===== src/rtl/core/rgbc_pkg.sv =====
`timescale 1ns / 1ps

package rgbc_pkg;

  localparam int SAMPLES  = 5;
  localparam int ADC_BITS = 10;

  // field widths
  localparam int SAMPLE_W = 10;
  localparam int REG_W    = 10;
  localparam int LVL_W    = 20;
  localparam int CLS_W    = 3;
  localparam int ADDR_W   = 3;
  localparam int IN_W     = 16;
  localparam int OUT_W    = 64;

  // group sum and sample counter
  localparam int SUM_W = $clog2(SAMPLES * ((1 << ADC_BITS) - 1) + 1);
  localparam int CNT_W = (SAMPLES > 1) ? $clog2(SAMPLES) : 1;

  // divide by SAMPLES as a multiply by a truncated reciprocal plus one fix step
  localparam int RECIP_W = SUM_W + 1;
  localparam int RECIP   = (2 ** SUM_W) / SAMPLES;
  localparam int PROD_W  = SUM_W + RECIP_W;

  // scaling: (avg - black) * 255 * 256 / (white - black)
  localparam int SCALE  = 255 * 256;
  localparam int NUM_W  = REG_W + 16;
  localparam int DCNT_W = $clog2(NUM_W);

  // distance arithmetic
  localparam int D_W    = LVL_W + 1;
  localparam int SQ_W   = 2 * LVL_W;
  localparam int DIST_W = SQ_W + 2;

  // configuration register indexes
  localparam logic [ADDR_W-1:0] REG_WHITE_RED   = 3'd0;
  localparam logic [ADDR_W-1:0] REG_WHITE_GREEN = 3'd1;
  localparam logic [ADDR_W-1:0] REG_WHITE_BLUE  = 3'd2;
  localparam logic [ADDR_W-1:0] REG_BLACK_RED   = 3'd3;
  localparam logic [ADDR_W-1:0] REG_BLACK_GREEN = 3'd4;
  localparam logic [ADDR_W-1:0] REG_BLACK_BLUE  = 3'd5;

  // class codes
  localparam logic [CLS_W-1:0] CLS_BLACK = 3'd0;
  localparam logic [CLS_W-1:0] CLS_RED   = 3'd1;
  localparam logic [CLS_W-1:0] CLS_GREEN = 3'd2;
  localparam logic [CLS_W-1:0] CLS_BLUE  = 3'd3;
  localparam logic [CLS_W-1:0] CLS_TIE   = 3'd4;

  typedef enum logic [1:0] {
    CH_RED,
    CH_GREEN,
    CH_BLUE
  } rgbc_chan_t;

  typedef struct packed {
    logic [SUM_W-1:0] sum;
    rgbc_chan_t       chan;
  } rgbc_entry_t;

  // reference colour component, already in Q12.8
  function automatic logic signed [D_W-1:0] ref_level(input logic [CLS_W-1:0] cls,
                                                      input rgbc_chan_t chan);
    int v;
    v = 0;
    case (cls)
      CLS_RED: begin
        case (chan)
          CH_RED:   v = 250;
          CH_GREEN: v = 100;
          default:  v = 0;
        endcase
      end
      CLS_GREEN: begin
        case (chan)
          CH_RED:   v = 30;
          CH_GREEN: v = 250;
          default:  v = 0;
        endcase
      end
      CLS_BLUE: begin
        case (chan)
          CH_GREEN: v = 40;
          CH_BLUE:  v = 180;
          default:  v = 0;
        endcase
      end
      default: v = 0;
    endcase
    return D_W'(v * 256);
  endfunction

endpackage


===== src/rtl/core/rgbc_front.sv =====
`timescale 1ns / 1ps

module rgbc_front (
  input  logic                   clk,
  input  logic                   rst_n,
  input  logic                   in_valid,
  input  logic                   q_ready,
  input  logic [rgbc_pkg::SAMPLE_W-1:0] sample,
  output logic                   push,
  output rgbc_pkg::rgbc_entry_t  entry
);
  import rgbc_pkg::*;

  logic [SUM_W-1:0] sum_r;
  logic [CNT_W-1:0] idx_r;
  rgbc_chan_t       chan_r;
  logic             accept;
  logic             last;
  logic [SUM_W-1:0] sum_nxt;

  assign accept  = in_valid & q_ready;
  assign last    = (idx_r == CNT_W'(SAMPLES - 1));
  assign sum_nxt = sum_r + SUM_W'(sample[ADC_BITS-1:0]);

  assign push       = accept & last;
  assign entry.sum  = sum_nxt;
  assign entry.chan = chan_r;

  always_ff @(posedge clk) begin
    if (!rst_n) begin
      sum_r  <= '0;
      idx_r  <= '0;
      chan_r <= CH_RED;
    end else if (accept) begin
      if (last) begin
        sum_r <= '0;
        idx_r <= '0;
        case (chan_r)
          CH_RED:   chan_r <= CH_GREEN;
          CH_GREEN: chan_r <= CH_BLUE;
          default:  chan_r <= CH_RED;
        endcase
      end else begin
        sum_r <= sum_nxt;
        idx_r <= idx_r + CNT_W'(1);
      end
    end
  end

endmodule


===== src/rtl/core/rgbc_queue.sv =====
`timescale 1ns / 1ps

module rgbc_queue (
  input  logic                  clk,
  input  logic                  rst_n,
  input  logic                  push,
  input  rgbc_pkg::rgbc_entry_t push_data,
  output logic                  not_full,
  input  logic                  pop,
  output logic                  not_empty,
  output rgbc_pkg::rgbc_entry_t pop_data
);
  import rgbc_pkg::*;

  rgbc_entry_t ent_r [2];
  logic        wr_ptr_r;
  logic        rd_ptr_r;
  logic [1:0]  count_r;
  logic        do_push;
  logic        do_pop;

  assign not_full  = (count_r != 2'd2);
  assign not_empty = (count_r != 2'd0);
  assign pop_data  = ent_r[rd_ptr_r];
  assign do_push   = push & not_full;
  assign do_pop    = pop & not_empty;

  always_ff @(posedge clk) begin
    if (do_push) begin
      ent_r[wr_ptr_r] <= push_data;
    end
  end

  always_ff @(posedge clk) begin
    if (!rst_n) begin
      wr_ptr_r <= 1'b0;
      rd_ptr_r <= 1'b0;
      count_r  <= 2'd0;
    end else begin
      if (do_push) begin
        wr_ptr_r <= ~wr_ptr_r;
      end
      if (do_pop) begin
        rd_ptr_r <= ~rd_ptr_r;
      end
      case ({do_push, do_pop})
        2'b10:   count_r <= count_r + 2'd1;
        2'b01:   count_r <= count_r - 2'd1;
        default: count_r <= count_r;
      endcase
    end
  end

endmodule


===== src/rtl/core/rgbc_back.sv =====
`timescale 1ns / 1ps

module rgbc_back (
  input  logic                         clk,
  input  logic                         rst_n,
  input  logic                         q_valid,
  input  rgbc_pkg::rgbc_entry_t        q_data,
  output logic                         q_pop,
  input  logic                         cfg_we,
  input  logic [rgbc_pkg::ADDR_W-1:0]  cfg_addr,
  input  logic [rgbc_pkg::REG_W-1:0]   cfg_wdata,
  output logic                         out_valid,
  input  logic                         out_ready,
  output logic [rgbc_pkg::CLS_W-1:0]   colour_class,
  output logic signed [rgbc_pkg::LVL_W-1:0] level_red,
  output logic signed [rgbc_pkg::LVL_W-1:0] level_green,
  output logic signed [rgbc_pkg::LVL_W-1:0] level_blue,
  output logic                         calib_fault
);
  import rgbc_pkg::*;

  typedef enum logic [3:0] {
    ST_IDLE,
    ST_AVG_MUL,
    ST_AVG_FIX,
    ST_NUM,
    ST_DIV,
    ST_SAT,
    ST_SQ,
    ST_ACC,
    ST_EMIT
  } state_t;

  state_t state_r;

  // calibration registers
  logic [REG_W-1:0] white_red_r, white_green_r, white_blue_r;
  logic [REG_W-1:0] black_red_r, black_green_r, black_blue_r;

  // per-group datapath
  logic [SUM_W-1:0]  sum_r;
  rgbc_chan_t        chan_r;
  logic [PROD_W-1:0] prod_r;
  logic [ADC_BITS-1:0] avg_r;
  logic [REG_W-1:0]  den_r;
  logic [REG_W-1:0]  rem_r;
  logic [NUM_W-1:0]  quo_r;
  logic              neg_r;
  logic [DCNT_W-1:0] dcnt_r;
  logic              fault_r;

  logic signed [LVL_W-1:0] lvl_red_r, lvl_green_r, lvl_blue_r;

  // distance search
  logic [CLS_W-1:0]  k_r;
  rgbc_chan_t        c_r;
  logic [SQ_W-1:0]   sq_r;
  logic [DIST_W-1:0] acc_r;
  logic [DIST_W-1:0] min_r;
  logic [CLS_W-1:0]  best_r;
  logic              tie_r;

  logic              out_valid_r;
  logic [CLS_W-1:0]  cls_out_r;
  logic signed [LVL_W-1:0] out_red_r, out_green_r, out_blue_r;
  logic              out_fault_r;

  // combinational helpers
  logic [REG_W-1:0]   white_sel, black_sel;
  logic [SUM_W-1:0]   q_est, q_times, q_rem;
  logic [SUM_W-1:0]   avg_full;
  logic signed [REG_W:0] diff, dn;
  logic [REG_W-1:0]   diff_mag, dn_mag;
  logic [REG_W:0]     rem_sh;
  logic               rem_ge;
  logic signed [LVL_W-1:0] lvl;
  logic signed [LVL_W-1:0] lv_sel;
  logic signed [D_W-1:0]   d;
  logic [LVL_W-1:0]   d_mag;
  logic [DIST_W-1:0]  acc_nxt;

  always_comb begin
    case (chan_r)
      CH_RED: begin
        white_sel = white_red_r;
        black_sel = black_red_r;
      end
      CH_GREEN: begin
        white_sel = white_green_r;
        black_sel = black_green_r;
      end
      default: begin
        white_sel = white_blue_r;
        black_sel = black_blue_r;
      end
    endcase
  end

  // truncated reciprocal is low by at most one
  always_comb begin
    q_est    = prod_r[SUM_W +: SUM_W];
    q_times  = SUM_W'(q_est * SUM_W'(SAMPLES));
    q_rem    = sum_r - q_times;
    avg_full = (q_rem >= SUM_W'(SAMPLES)) ? q_est + SUM_W'(1) : q_est;
  end

  always_comb begin
    diff     = $signed({1'b0, white_sel}) - $signed({1'b0, black_sel});
    dn       = $signed({1'b0, REG_W'(avg_r)}) - $signed({1'b0, black_sel});
    diff_mag = diff[REG_W] ? REG_W'(-diff) : REG_W'(diff);
    dn_mag   = dn[REG_W] ? REG_W'(-dn) : REG_W'(dn);
  end

  // one restoring divide step per cycle
  always_comb begin
    rem_sh = {rem_r, quo_r[NUM_W-1]};
    rem_ge = (rem_sh >= {1'b0, den_r});
  end

  // round toward zero already done; clamp to 20 bits
  always_comb begin
    if (neg_r) begin
      if (quo_r > NUM_W'(2 ** (LVL_W - 1))) begin
        lvl = {1'b1, {(LVL_W-1){1'b0}}};
      end else begin
        lvl = LVL_W'(NUM_W'(0) - quo_r);
      end
    end else begin
      if (quo_r > NUM_W'(2 ** (LVL_W - 1) - 1)) begin
        lvl = {1'b0, {(LVL_W-1){1'b1}}};
      end else begin
        lvl = LVL_W'(quo_r);
      end
    end
  end

  always_comb begin
    case (c_r)
      CH_RED:   lv_sel = lvl_red_r;
      CH_GREEN: lv_sel = lvl_green_r;
      default:  lv_sel = lvl_blue_r;
    endcase
    d       = $signed({lv_sel[LVL_W-1], lv_sel}) - ref_level(k_r, c_r);
    d_mag   = d[D_W-1] ? LVL_W'(-d) : LVL_W'(d);
    acc_nxt = ((c_r == CH_RED) ? '0 : acc_r) + DIST_W'(sq_r);
  end

  assign q_pop        = (state_r == ST_IDLE) & q_valid;
  assign out_valid    = out_valid_r;
  assign colour_class = cls_out_r;
  assign level_red    = out_red_r;
  assign level_green  = out_green_r;
  assign level_blue   = out_blue_r;
  assign calib_fault  = out_fault_r;

  always_ff @(posedge clk) begin
    if (!rst_n) begin
      white_red_r   <= {REG_W{1'b1}};
      white_green_r <= {REG_W{1'b1}};
      white_blue_r  <= {REG_W{1'b1}};
      black_red_r   <= '0;
      black_green_r <= '0;
      black_blue_r  <= '0;
    end else if (cfg_we) begin
      case (cfg_addr)
        REG_WHITE_RED:   white_red_r   <= cfg_wdata;
        REG_WHITE_GREEN: white_green_r <= cfg_wdata;
        REG_WHITE_BLUE:  white_blue_r  <= cfg_wdata;
        REG_BLACK_RED:   black_red_r   <= cfg_wdata;
        REG_BLACK_GREEN: black_green_r <= cfg_wdata;
        REG_BLACK_BLUE:  black_blue_r  <= cfg_wdata;
        default: ;
      endcase
    end
  end

  always_ff @(posedge clk) begin
    if (!rst_n) begin
      state_r     <= ST_IDLE;
      fault_r     <= 1'b0;
      out_valid_r <= 1'b0;
      lvl_red_r   <= '0;
      lvl_green_r <= '0;
      lvl_blue_r  <= '0;
    end else begin
      // ST_EMIT handles its own handoff
      if (out_valid_r && out_ready && state_r != ST_EMIT) begin
        out_valid_r <= 1'b0;
      end
      case (state_r)
        ST_IDLE: begin
          if (q_valid) begin
            sum_r   <= q_data.sum;
            chan_r  <= q_data.chan;
            state_r <= ST_AVG_MUL;
          end
        end
        ST_AVG_MUL: begin
          prod_r  <= PROD_W'(sum_r) * PROD_W'(RECIP);
          state_r <= ST_AVG_FIX;
        end
        ST_AVG_FIX: begin
          avg_r   <= ADC_BITS'(avg_full);
          state_r <= ST_NUM;
        end
        ST_NUM: begin
          rem_r  <= '0;
          dcnt_r <= DCNT_W'(NUM_W - 1);
          den_r  <= diff_mag;
          if (diff == '0) begin
            // equal calibration: level forced to zero
            fault_r <= 1'b1;
            quo_r   <= '0;
            neg_r   <= 1'b0;
            state_r <= ST_SAT;
          end else begin
            quo_r   <= NUM_W'(dn_mag) * NUM_W'(SCALE);
            neg_r   <= dn[REG_W] ^ diff[REG_W];
            state_r <= ST_DIV;
          end
        end
        ST_DIV: begin
          if (rem_ge) begin
            rem_r <= REG_W'(rem_sh - {1'b0, den_r});
          end else begin
            rem_r <= rem_sh[REG_W-1:0];
          end
          quo_r  <= {quo_r[NUM_W-2:0], rem_ge};
          dcnt_r <= dcnt_r - DCNT_W'(1);
          if (dcnt_r == '0) begin
            state_r <= ST_SAT;
          end
        end
        ST_SAT: begin
          case (chan_r)
            CH_RED: begin
              lvl_red_r <= lvl;
              state_r   <= ST_IDLE;
            end
            CH_GREEN: begin
              lvl_green_r <= lvl;
              state_r     <= ST_IDLE;
            end
            default: begin
              lvl_blue_r <= lvl;
              k_r        <= CLS_BLACK;
              c_r        <= CH_RED;
              state_r    <= ST_SQ;
            end
          endcase
        end
        ST_SQ: begin
          sq_r    <= SQ_W'(d_mag) * SQ_W'(d_mag);
          state_r <= ST_ACC;
        end
        ST_ACC: begin
          acc_r <= acc_nxt;
          case (c_r)
            CH_RED: begin
              c_r     <= CH_GREEN;
              state_r <= ST_SQ;
            end
            CH_GREEN: begin
              c_r     <= CH_BLUE;
              state_r <= ST_SQ;
            end
            default: begin
              // running strict minimum; a repeat of the minimum marks a tie
              if (k_r == CLS_BLACK || acc_nxt < min_r) begin
                min_r  <= acc_nxt;
                best_r <= k_r;
                tie_r  <= 1'b0;
              end else if (acc_nxt == min_r) begin
                tie_r <= 1'b1;
              end
              c_r <= CH_RED;
              if (k_r == CLS_BLUE) begin
                state_r <= ST_EMIT;
              end else begin
                k_r     <= k_r + CLS_W'(1);
                state_r <= ST_SQ;
              end
            end
          endcase
        end
        ST_EMIT: begin
          if (!out_valid_r || out_ready) begin
            out_valid_r <= 1'b1;
            cls_out_r   <= tie_r ? CLS_TIE : best_r;
            out_red_r   <= lvl_red_r;
            out_green_r <= lvl_green_r;
            out_blue_r  <= lvl_blue_r;
            out_fault_r <= fault_r;
            fault_r     <= 1'b0;
            state_r     <= ST_IDLE;
          end
        end
        default: state_r <= ST_IDLE;
      endcase
    end
  end

endmodule


===== src/rtl/core/rgb_colour_classifier.sv =====
`timescale 1ns / 1ps

// Light sensor colour classifier. Samples arrive one word per cycle, 5 per
// channel in the order red, green, blue; each group is averaged, scaled
// against the black/white calibration registers to signed Q12.8 (saturated),
// and after the blue group one word comes out with the nearest reference
// colour (black, red, green, blue, or 4 on a tie). The input takes a word
// every cycle while the two-group queue has room. The back end pops one group
// at a time from idle, bound by the bit-serial divider (one quotient bit per
// cycle), and after blue runs the distance search on a single squaring
// multiplier shared by all its terms; a full triple is 15 words.
// Calibration writes take effect at once and are meant for an idle block.
module rgb_colour_classifier (
  input  logic                        clk,
  input  logic                        rst_n,
  input  logic                        in_tvalid,
  output logic                        in_tready,
  input  logic [rgbc_pkg::IN_W-1:0]   in_tdata,   // [9:0] sample
  output logic                        out_tvalid,
  input  logic                        out_tready,
  // [2:0] colour_class, [22:3] level_red, [42:23] level_green,
  // [62:43] level_blue, [63] calib_fault
  output logic [rgbc_pkg::OUT_W-1:0]  out_tdata,
  input  logic                        cfg_we,
  input  logic [rgbc_pkg::ADDR_W-1:0] cfg_addr,
  input  logic [rgbc_pkg::REG_W-1:0]  cfg_wdata
);
  import rgbc_pkg::*;

  logic        push;
  rgbc_entry_t push_data;
  logic        q_not_full;
  logic        q_not_empty;
  logic        q_pop;
  rgbc_entry_t q_data;

  logic [CLS_W-1:0]        colour_class;
  logic signed [LVL_W-1:0] level_red, level_green, level_blue;
  logic                    calib_fault;

  assign in_tready = q_not_full;
  assign out_tdata = {calib_fault, level_blue, level_green, level_red, colour_class};

  rgbc_front u_front (
    .clk      (clk),
    .rst_n    (rst_n),
    .in_valid (in_tvalid),
    .q_ready  (q_not_full),
    .sample   (in_tdata[SAMPLE_W-1:0]),
    .push     (push),
    .entry    (push_data)
  );

  rgbc_queue u_queue (
    .clk       (clk),
    .rst_n     (rst_n),
    .push      (push),
    .push_data (push_data),
    .not_full  (q_not_full),
    .pop       (q_pop),
    .not_empty (q_not_empty),
    .pop_data  (q_data)
  );

  rgbc_back u_back (
    .clk          (clk),
    .rst_n        (rst_n),
    .q_valid      (q_not_empty),
    .q_data       (q_data),
    .q_pop        (q_pop),
    .cfg_we       (cfg_we),
    .cfg_addr     (cfg_addr),
    .cfg_wdata    (cfg_wdata),
    .out_valid    (out_tvalid),
    .out_ready    (out_tready),
    .colour_class (colour_class),
    .level_red    (level_red),
    .level_green  (level_green),
    .level_blue   (level_blue),
    .calib_fault  (calib_fault)
  );

endmodule


===== config.mk =====
export PLATFORM = sky130hd
export DESIGN_NAME = rgb_colour_classifier
export DESIGN_NICKNAME = d
export VERILOG_FILES = /design/src/rtl/core/rgbc_pkg.sv /design/src/rtl/core/rgbc_front.sv /design/src/rtl/core/rgbc_queue.sv /design/src/rtl/core/rgbc_back.sv /design/src/rtl/core/rgb_colour_classifier.sv
export SDC_FILE = /design/constraint.sdc
export NUM_CORES = 2
export LEC_CHECK = 0
export BUFFER_PORTS_ARGS = -buffer_cell sky130_fd_sc_hd__buf_2
export CORE_AREA = 5 5 317 381
export DETAILED_ROUTE_END_ITERATION = 8
export DIE_AREA = 0 0 322 386
export PLACE_DENSITY = 0.63
export SETUP_SLACK_MARGIN = 0.1
export SLEW_MARGIN = 10
export SYNTH_ARGS = -nofsm -noshare
export SYNTH_HDL_FRONTEND = slang
export SYNTH_SLANG_ARGS = --single-unit

===== constraint.sdc =====
create_clock -name clk -period 10.6 [get_ports clk]
set_input_delay 1.59 -clock clk [delete_from_list [all_inputs] [get_ports clk]]
set_output_delay 1.59 -clock clk [all_outputs]
set_load 0.05 [all_outputs]

# Word level (Yosys, flattened, before mapping)
# Memory sizes are Yosys's and may differ from the RTL's. A register that Yosys moved wholly into a read port is not among the register bits.
# Index checks and enable logic that the tools add are counted.
dict set report classes {
  reduce_logical 45
  n_addsub 17
  n_eq_ne 33
  mux 48
  n_mul 4
  shifts 0
  div_mod_pow 0
  bitwise 10
  magnitude_cmp 5
}
# cell n
set ops {}
lappend ops {{20-bit two-way mux} 4}
lappend ops {{10-bit one-hot mux with 2 select lines} 3}
lappend ops {{26-bit one-hot mux with 2 select lines} 1}
lappend ops {{8-bit one-hot mux with 2 select lines} 3}
lappend ops {{42-bit by 40-bit adder with 42-bit output} 1}
lappend ops {{42-bit equality test} 1}
lappend ops {{42-bit less-than comparator} 1}
lappend ops {{42-bit two-way mux} 1}
lappend ops {{20-bit by 20-bit multiplier with 40-bit output} 1}
lappend ops {{10-bit two-way mux} 4}
lappend ops {{20-bit one-hot mux with 2 select lines} 1}
lappend ops {{13-bit one-hot mux with 3 select lines} 1}
lappend ops {{4-bit one-hot mux with 9 select lines} 1}
lappend ops {{2-bit AND reduction} 16}
lappend ops {{26-bit by 19-bit > comparator with 1-bit output (second input constant)} 1}
lappend ops {{26-bit by 20-bit > comparator with 1-bit output (second input constant)} 1}
lappend ops {{26-bit two-way mux} 1}
lappend ops {{13-bit by 10-bit multiplier with 23-bit output (second input constant)} 1}
lappend ops {{10-bit by 10-bit subtractor with 11-bit output} 2}
lappend ops {{20-bit by 21-bit subtractor with 21-bit output} 1}
lappend ops {{4-bit two-way mux} 5}
lappend ops {{10-bit negator} 2}
lappend ops {{20-bit negator} 1}
lappend ops {{1-bit by 20-bit subtractor with 20-bit output (first input constant)} 1}
lappend ops {{other kinds (48)} 107}
dict set report totals {
  regBits 430
  rom_bits 0
  n_memories 1
  word_cells 200
  ram_bits 30
  output_inout_bits 66
  latch_bits 0
}
# memory words width read_ports rd_clocked_by_memory_dff wr line
set mem_list {}
lappend mem_list {u_queue.ent_r 2 15 1 1 1 rgbc_queue.sv:15} ;# rgbc_entry_t ent_r [2];

# Depth between registers and ports, before layout
dict set report depth {
  depth_word 8
  ltp_mapped 45
  ltp_nobuf 40
}

# Modules after synthesis
# From an unflattened synthesis, not the netlist that was laid out.
dict set report hier_totals {
  cells_unflattened 4113
  hier_area_um2 40104.7
}
# module area_each_um2 instances cells_per_inst seq_area_each_um2
set modules_own_cells {}
lappend modules_own_cells {rgbc_back 37507.2 1 3891 11050.6}
lappend modules_own_cells {rgbc_queue 1315.0 1 71 1001.0}
lappend modules_own_cells {rgbc_front 1275.0 1 150 360.3}
lappend modules_own_cells {rgb_colour_classifier 7.5 1 1 0.0}

# Worst setup path after synthesis
# Ideal clock, no wire load.
dict set report synth_timing {
  kind {register to register}
  start {reg u_back.c_r[0]}
  end {reg u_back.sq_r[36] (data pin)}
  required_ns 10.328
  period_less_slack_ns 10.188
  t_arrival_ns 9.916
  path_stages_with_launch 39
  n_path_buf 6
  setup_ns 0.272
  setup_slack_ns 0.412
  path_cell_list {edfxtp_1 inv_1 ha_1 buf_6 buf_6 clkbuf_1 buf_1 nand2_1 a311o_1 ha_1 or3_1 o22a_4 o21a_1 buf_2 a31oi_1 xnor2_1 inv_1 clkbuf_1 [3 not listed] fa_1 inv_1 fa_1 inv_1 fa_1 fa_1 fa_1 ha_1 a21o_1 a21oi_1 o21bai_1 nand2_1 o311ai_0 a211oi_1 o21ai_4 a22oi_1 nor3_1 or4b_1}
}
dict set report synth_between {
  elab_chain_len 7
  elab_cells_between_ends 12
  classes_between {2 x add/sub; 1 x mul; 2 x eq/ne; 6 x mux; 1 x reduce/logical}
}
# element line
set synth_lines {}
lappend synth_lines {{from (decl)} rgbc_back.sv:56} ;# rgbc_chan_t c_r;
lappend synth_lines {{from (signal assigned)} rgbc_back.sv:247} ;# c_r <= CH_RED;
lappend synth_lines {{from (signal assigned)} rgbc_back.sv:260} ;# c_r <= CH_GREEN;
lappend synth_lines {{from (signal assigned)} rgbc_back.sv:264} ;# c_r <= CH_BLUE;
lappend synth_lines {{2-bit by 1-bit equality test with 1-bit output (tied with other cells)} n/a}
lappend synth_lines {{8-bit one-hot mux with 2 select lines (on tied branches)} {rgbc_pkg.sv:76, rgbc_pkg.sv:69, rgbc_pkg.sv:83}}
lappend synth_lines {{13-bit one-hot mux with 3 select lines} rgbc_pkg.sv:67} ;# case (cls)
lappend synth_lines {{20-bit by 21-bit subtractor with 21-bit output *} rgbc_back.sv:143} ;# d = $signed({lv_sel[LVL_W-1], lv_sel}) - ref_level(k_r, c_r);
lappend synth_lines {{20-bit negator} rgbc_back.sv:144} ;# d_mag = d[D_W-1] ? LVL_W'(-d) : LVL_W'(d);
lappend synth_lines {{20-bit two-way mux *} rgbc_back.sv:144}
lappend synth_lines {{20-bit by 20-bit multiplier with 40-bit output *} rgbc_back.sv:253} ;# sq_r <= SQ_W'(d_mag) * SQ_W'(d_mag);
lappend synth_lines {{to (signal assigned)} rgbc_back.sv:253}
lappend synth_lines {{to (decl)} rgbc_back.sv:57} ;# logic [SQ_W-1:0] sq_r;
# Every way passes the cells marked *; elsewhere a longest branch is shown, timed or not.
# A chain may end at the register's enable or synchronous reset.

# Final worst setup path
dict set report layout_timing {
  start {reg u_back.c_r[0]}
  end {reg u_back.sq_r[33] (data pin)}
}
# Same word-level chain as after synthesis.

==> summary.md <==
| Metric | Value |
|---|---|
| Status | finished, final reports clean |
| Setup crit start kind | flop |
| Max Freq | 98.49 MHz |
| Placed cells | 5,745 |
| Main synth FF type | edfxtp_1 |
| Global-route wire length before repair | 158.2 mm |
| Clock Power Share | 23.0% |
| Unrepaired setup endpoints after global routing | false |
| Die Y | 386 um |
| P_int | 0.005101 W |
| Switch share | 36.86% |
| IO Port Bufs | 93 |
| Min-delay worst type | flop to flop |
| DP HPWL | 78.82 mm |
| Slew Viols, Final | 0 |
| Via count | 29,570 |
| Seq cells post-synth | 462 |
| Filler cells | 11,650 |
| Psw | 0.002979 W |
| Crit Path Class | flop to flop |
| Synth warn | 0 |
| IO Pins | 100 |
| Slew margin rel. | 21.21% |
| Skew final | 0.09335 ns |
| Core area | 117,100 um^2 |
| Number of remaining DRC errors | 0 |
| Die Area | 124,300 um^2 |
| Net count, final | 5,105 |
| Rows | 138 |
| Clk buf depth | 3 |
| Net Count, Synth | 5,004 |
| CTS tree | done |
| Wirelength per Cell | 16.95 um |
| # clock sinks | 462 |
| Mapped Area | 40,460 um^2 |
| Synth area leader | edfxtp_1 |
| H-Tree Level Count | 2 |
| Final TNS setup | 0 ns |
| Clk root buf | clkbuf_16 |
| Hold Vio Cnt, Final | 0 |
| Final Cycle Share | 95.79% |
| Post-synth EDFFs | 314 |
| Pwr/cell area | 179.8 nW/um^2 |
| Leakage | 20.22 nW |
| WP data required | 10.96 ns |
| Tmin final | 10.15 ns |
| Endpoints failing setup | 0 |
| Async SR Flop Fraction | 0% |
| Final RePlAce weighted congestion | 0.9061 |
| Drt total wl | 99.30 mm |
| Total CTS buffers | 51 |
| Critical path endpoint category | flop |
| Area fraction of the dominant cell type after synthesis | 23.30% |
| Syn avg cell area | 9.687 um^2 |
| Register area share after synthesis | 30.63% |
| Reg clk slew, reported paths | 0.06 ns |
| Crit path largest cell delay | 0.55 ns |
| Fraction of layout instances using a drive strength above 1 | 8.268% |
| Area growth syn-to-layout | 11.07% |
| Via density | 5.046 |
| Largest cells by area after synthesis | edfxtp_1 23%, fa_1 18%, ha_1 13%, dfxtp_1 7.3%, inv_1 5.7% |
| Die width | 322 um |
| Worst-path fanout max | 17 |
| First-iteration detailed-routing DRC count | 1,798 |
| Critical-path top delay cell | fa_1 |
| Vias in the first global route | 29,700 |
| Initial antenna violation count | 0 |
| Worst slew pin tran | 1.167 ns |
| Non-Filler Instances | 5,859 |
| Largest net degree at the start of global routing | 65 |
| Initial Util | 34.56% |
| GRT Overall Usage | 15.77% |
| Cells after Synth | 4,177 |
| Critical Path AT | 10.51 ns |
| GR Overflow Total | 0 |
| Distinct cells, synth | 91 |
| DRT Pass-1 Iters | 5 |
| Most frequent CP cell | fa_1 |
| Max cap viols | 0 |
| Worst vdd ir | 0.3621 mV |
| Comb pwr share | 49.0% |
| Routed Antenna Nets | 0 |
| Clock latency at the later pin of the worst-skew pair | 0.69 ns |
| Seq pwr share | 28.1% |
## path summary, 6_finish.rpt
check | from | slack [ns] | end | cells after the start
min | u_back.black_green_r[0]$_SDFFE_PN0P_ | 0.45 | u_back.black_green_r[0]$_SDFFE_PN0P_ | 2
min reg2reg | u_back.black_green_r[0]$_SDFFE_PN0P_ | 0.45 | u_back.black_green_r[0]$_SDFFE_PN0P_ | 2
max | u_back.c_r[0]$_SDFFCE_PP0P_ | 0.45 | u_back.sq_r[33]$_DFFE_PP_ | 34
max reg2reg | u_back.c_r[0]$_SDFFCE_PP0P_ | 0.45 | u_back.sq_r[33]$_DFFE_PP_ | 34
## registers in the layout (all words and copies together) (netlist names), 26 cells and up
name           cells
u_queue.ent_r     30
u_back.min_r      42
u_back.acc_r      42
u_back.sq_r       39
u_back.quo_r      26
## cells in the final DEF (no fill, tap or decap), types with 21 or more instances in the layout
cell | synthesis | layout
buf_2 | 4 | 94
o31ai_1 | 23 | 23
o21a_1 | 35 | 34
nor2b_1 | 82 | 82
clkbuf_16 | 0 | 54
fa_1 | 367 | 367
o21ai_0 | 117 | 116
a21o_1 | 101 | 101
edfxtp_1 | 314 | 314
o21bai_1 | 21 | 21
buf_4 | 3 | 79
a211oi_1 | 25 | 23
nor3_1 | 110 | 106
dfxtp_1 | 148 | 148
inv_1 | 611 | 610
a21oi_1 | 194 | 191
nand3_1 | 85 | 85
ha_1 | 426 | 423
nand4_1 | 33 | 33
mux2i_1 | 25 | 25
nand2_1 | 368 | 368
xnor2_1 | 134 | 132
nand2b_1 | 34 | 34
nor2_1 | 394 | 388
xor2_1 | 66 | 63
or3_1 | 23 | 23
and3_1 | 25 | 25
## power by group through the flow
| stage | combinational [W] | clock, W | sequential [W] |
|---|---|---|---|
| floorplan | 0.00333 | 0 | 0.00227 |
| global route | 0.00465 | 0.00198 | 0.00227 |
| CTS | 0.00401 | 0.00191 | 0.00227 |
| detailed placement | 0.00397 | 0 | 0.00231 |
| finish | 0.00396 | 0.00185 | 0.00227 |
| global placement | 0.00387 | 0 | 0.00231 |
## worst max-delay path: cells and delay by family, from the launching register on
| family | cells | cell delay, ns |
|---|---|---|
| adder cells (fa/ha/maj) | 10 | 4.48 |
| AO/OA/AOI/OAI | 14 | 3.29 |
| buffers and inverters | 6 | 0.73 |
| AND/OR/NAND/NOR | 3 | 0.51 |
| flip-flops | 1 | 0.45 |
| XOR/XNOR | 1 | 0.36 |
## layout make-up
| cell class | count | area (um^2) | area share, % |
|---|---|---|---|
| multi-input combinational | 2965 | 25390 | 56.51 |
| sequential | 462 | 12390 | 27.57 |
| inverter | 622 | 2340 | 5.206 |
| tap | 1540 | 1927 | 4.288 |
| clock buffer | 62 | 1401 | 3.118 |
| timing repair buffer | 176 | 1106 | 2.461 |
| clock inverter | 31 | 377.9 | 0.8408 |
| antenna | 1 | 2.502 | 0.005568 |
## what timing repair did
item                                    4_1_cts  5_1_grt
pin swaps                                     1        5
setup buffers                                 0       18
hold buffers                                  0        0
endpoints found under the setup margin        2       15
gates cloned                                  0        1
gates resized for setup                       5       23
## through the flow
step	power (W)	cell area (um^2)	hold slack (ns)	util [%]	setup WS (ns)
after floorplan	0.005594	40460	0.4090	-	0.4121
after global placement	0.006172	42880	0.4412	36.63	0.1025
after detailed placement	0.006275	42880	0.4440	36.63	0.01773
after CTS	0.008183	44670	0.4567	38.16	0.1084
after global routing	0.008895	44940	0.4738	38.39	0.03917
final	0.008080	44940	0.4545	38.39	0.4463
## cell families (layout without fill, tap and decap cells)
family	after synthesis	after routing	share of synthesized area (%)
and+or+nand+nor	1230	1230	13.88
adders and majority gates	793	793	31.33
buffers and inverters	750	891	7.035
AOI/OAI and AO/OA	700	700	11.70
DFF	462	462	30.63
xor gates and xnor gates	200	200	4.329
muxes	42	42	1.098
other	0	1	0
## cells in the mapped netlist (101+ instances only)
library cell and instances:
ha_1 426, o21ai_0 117, a21oi_1 194, nor2_1 394
nor3_1 110, a21o_1 101, inv_1 611, dfxtp_1 148
xnor2_1 134, edfxtp_1 314, clkbuf_1 109, fa_1 367
nand2_1 368
## routing by layer
| layer | up-vias | track usage [%] | share of wire, % |
|---|---|---|---|
| met3 | 158 | 2.619 | 5.8 |
| met1 | 14450 | 21.19 | 45 |
| li1 | 14250 | - | - |
| met2 | 717 | 26.43 | 47 |
| met4 | 0 | 4.308 | 3.0 |
| met5 | - | 0 | 0 |
Note: power is estimated with default switching activity, not from simulation.
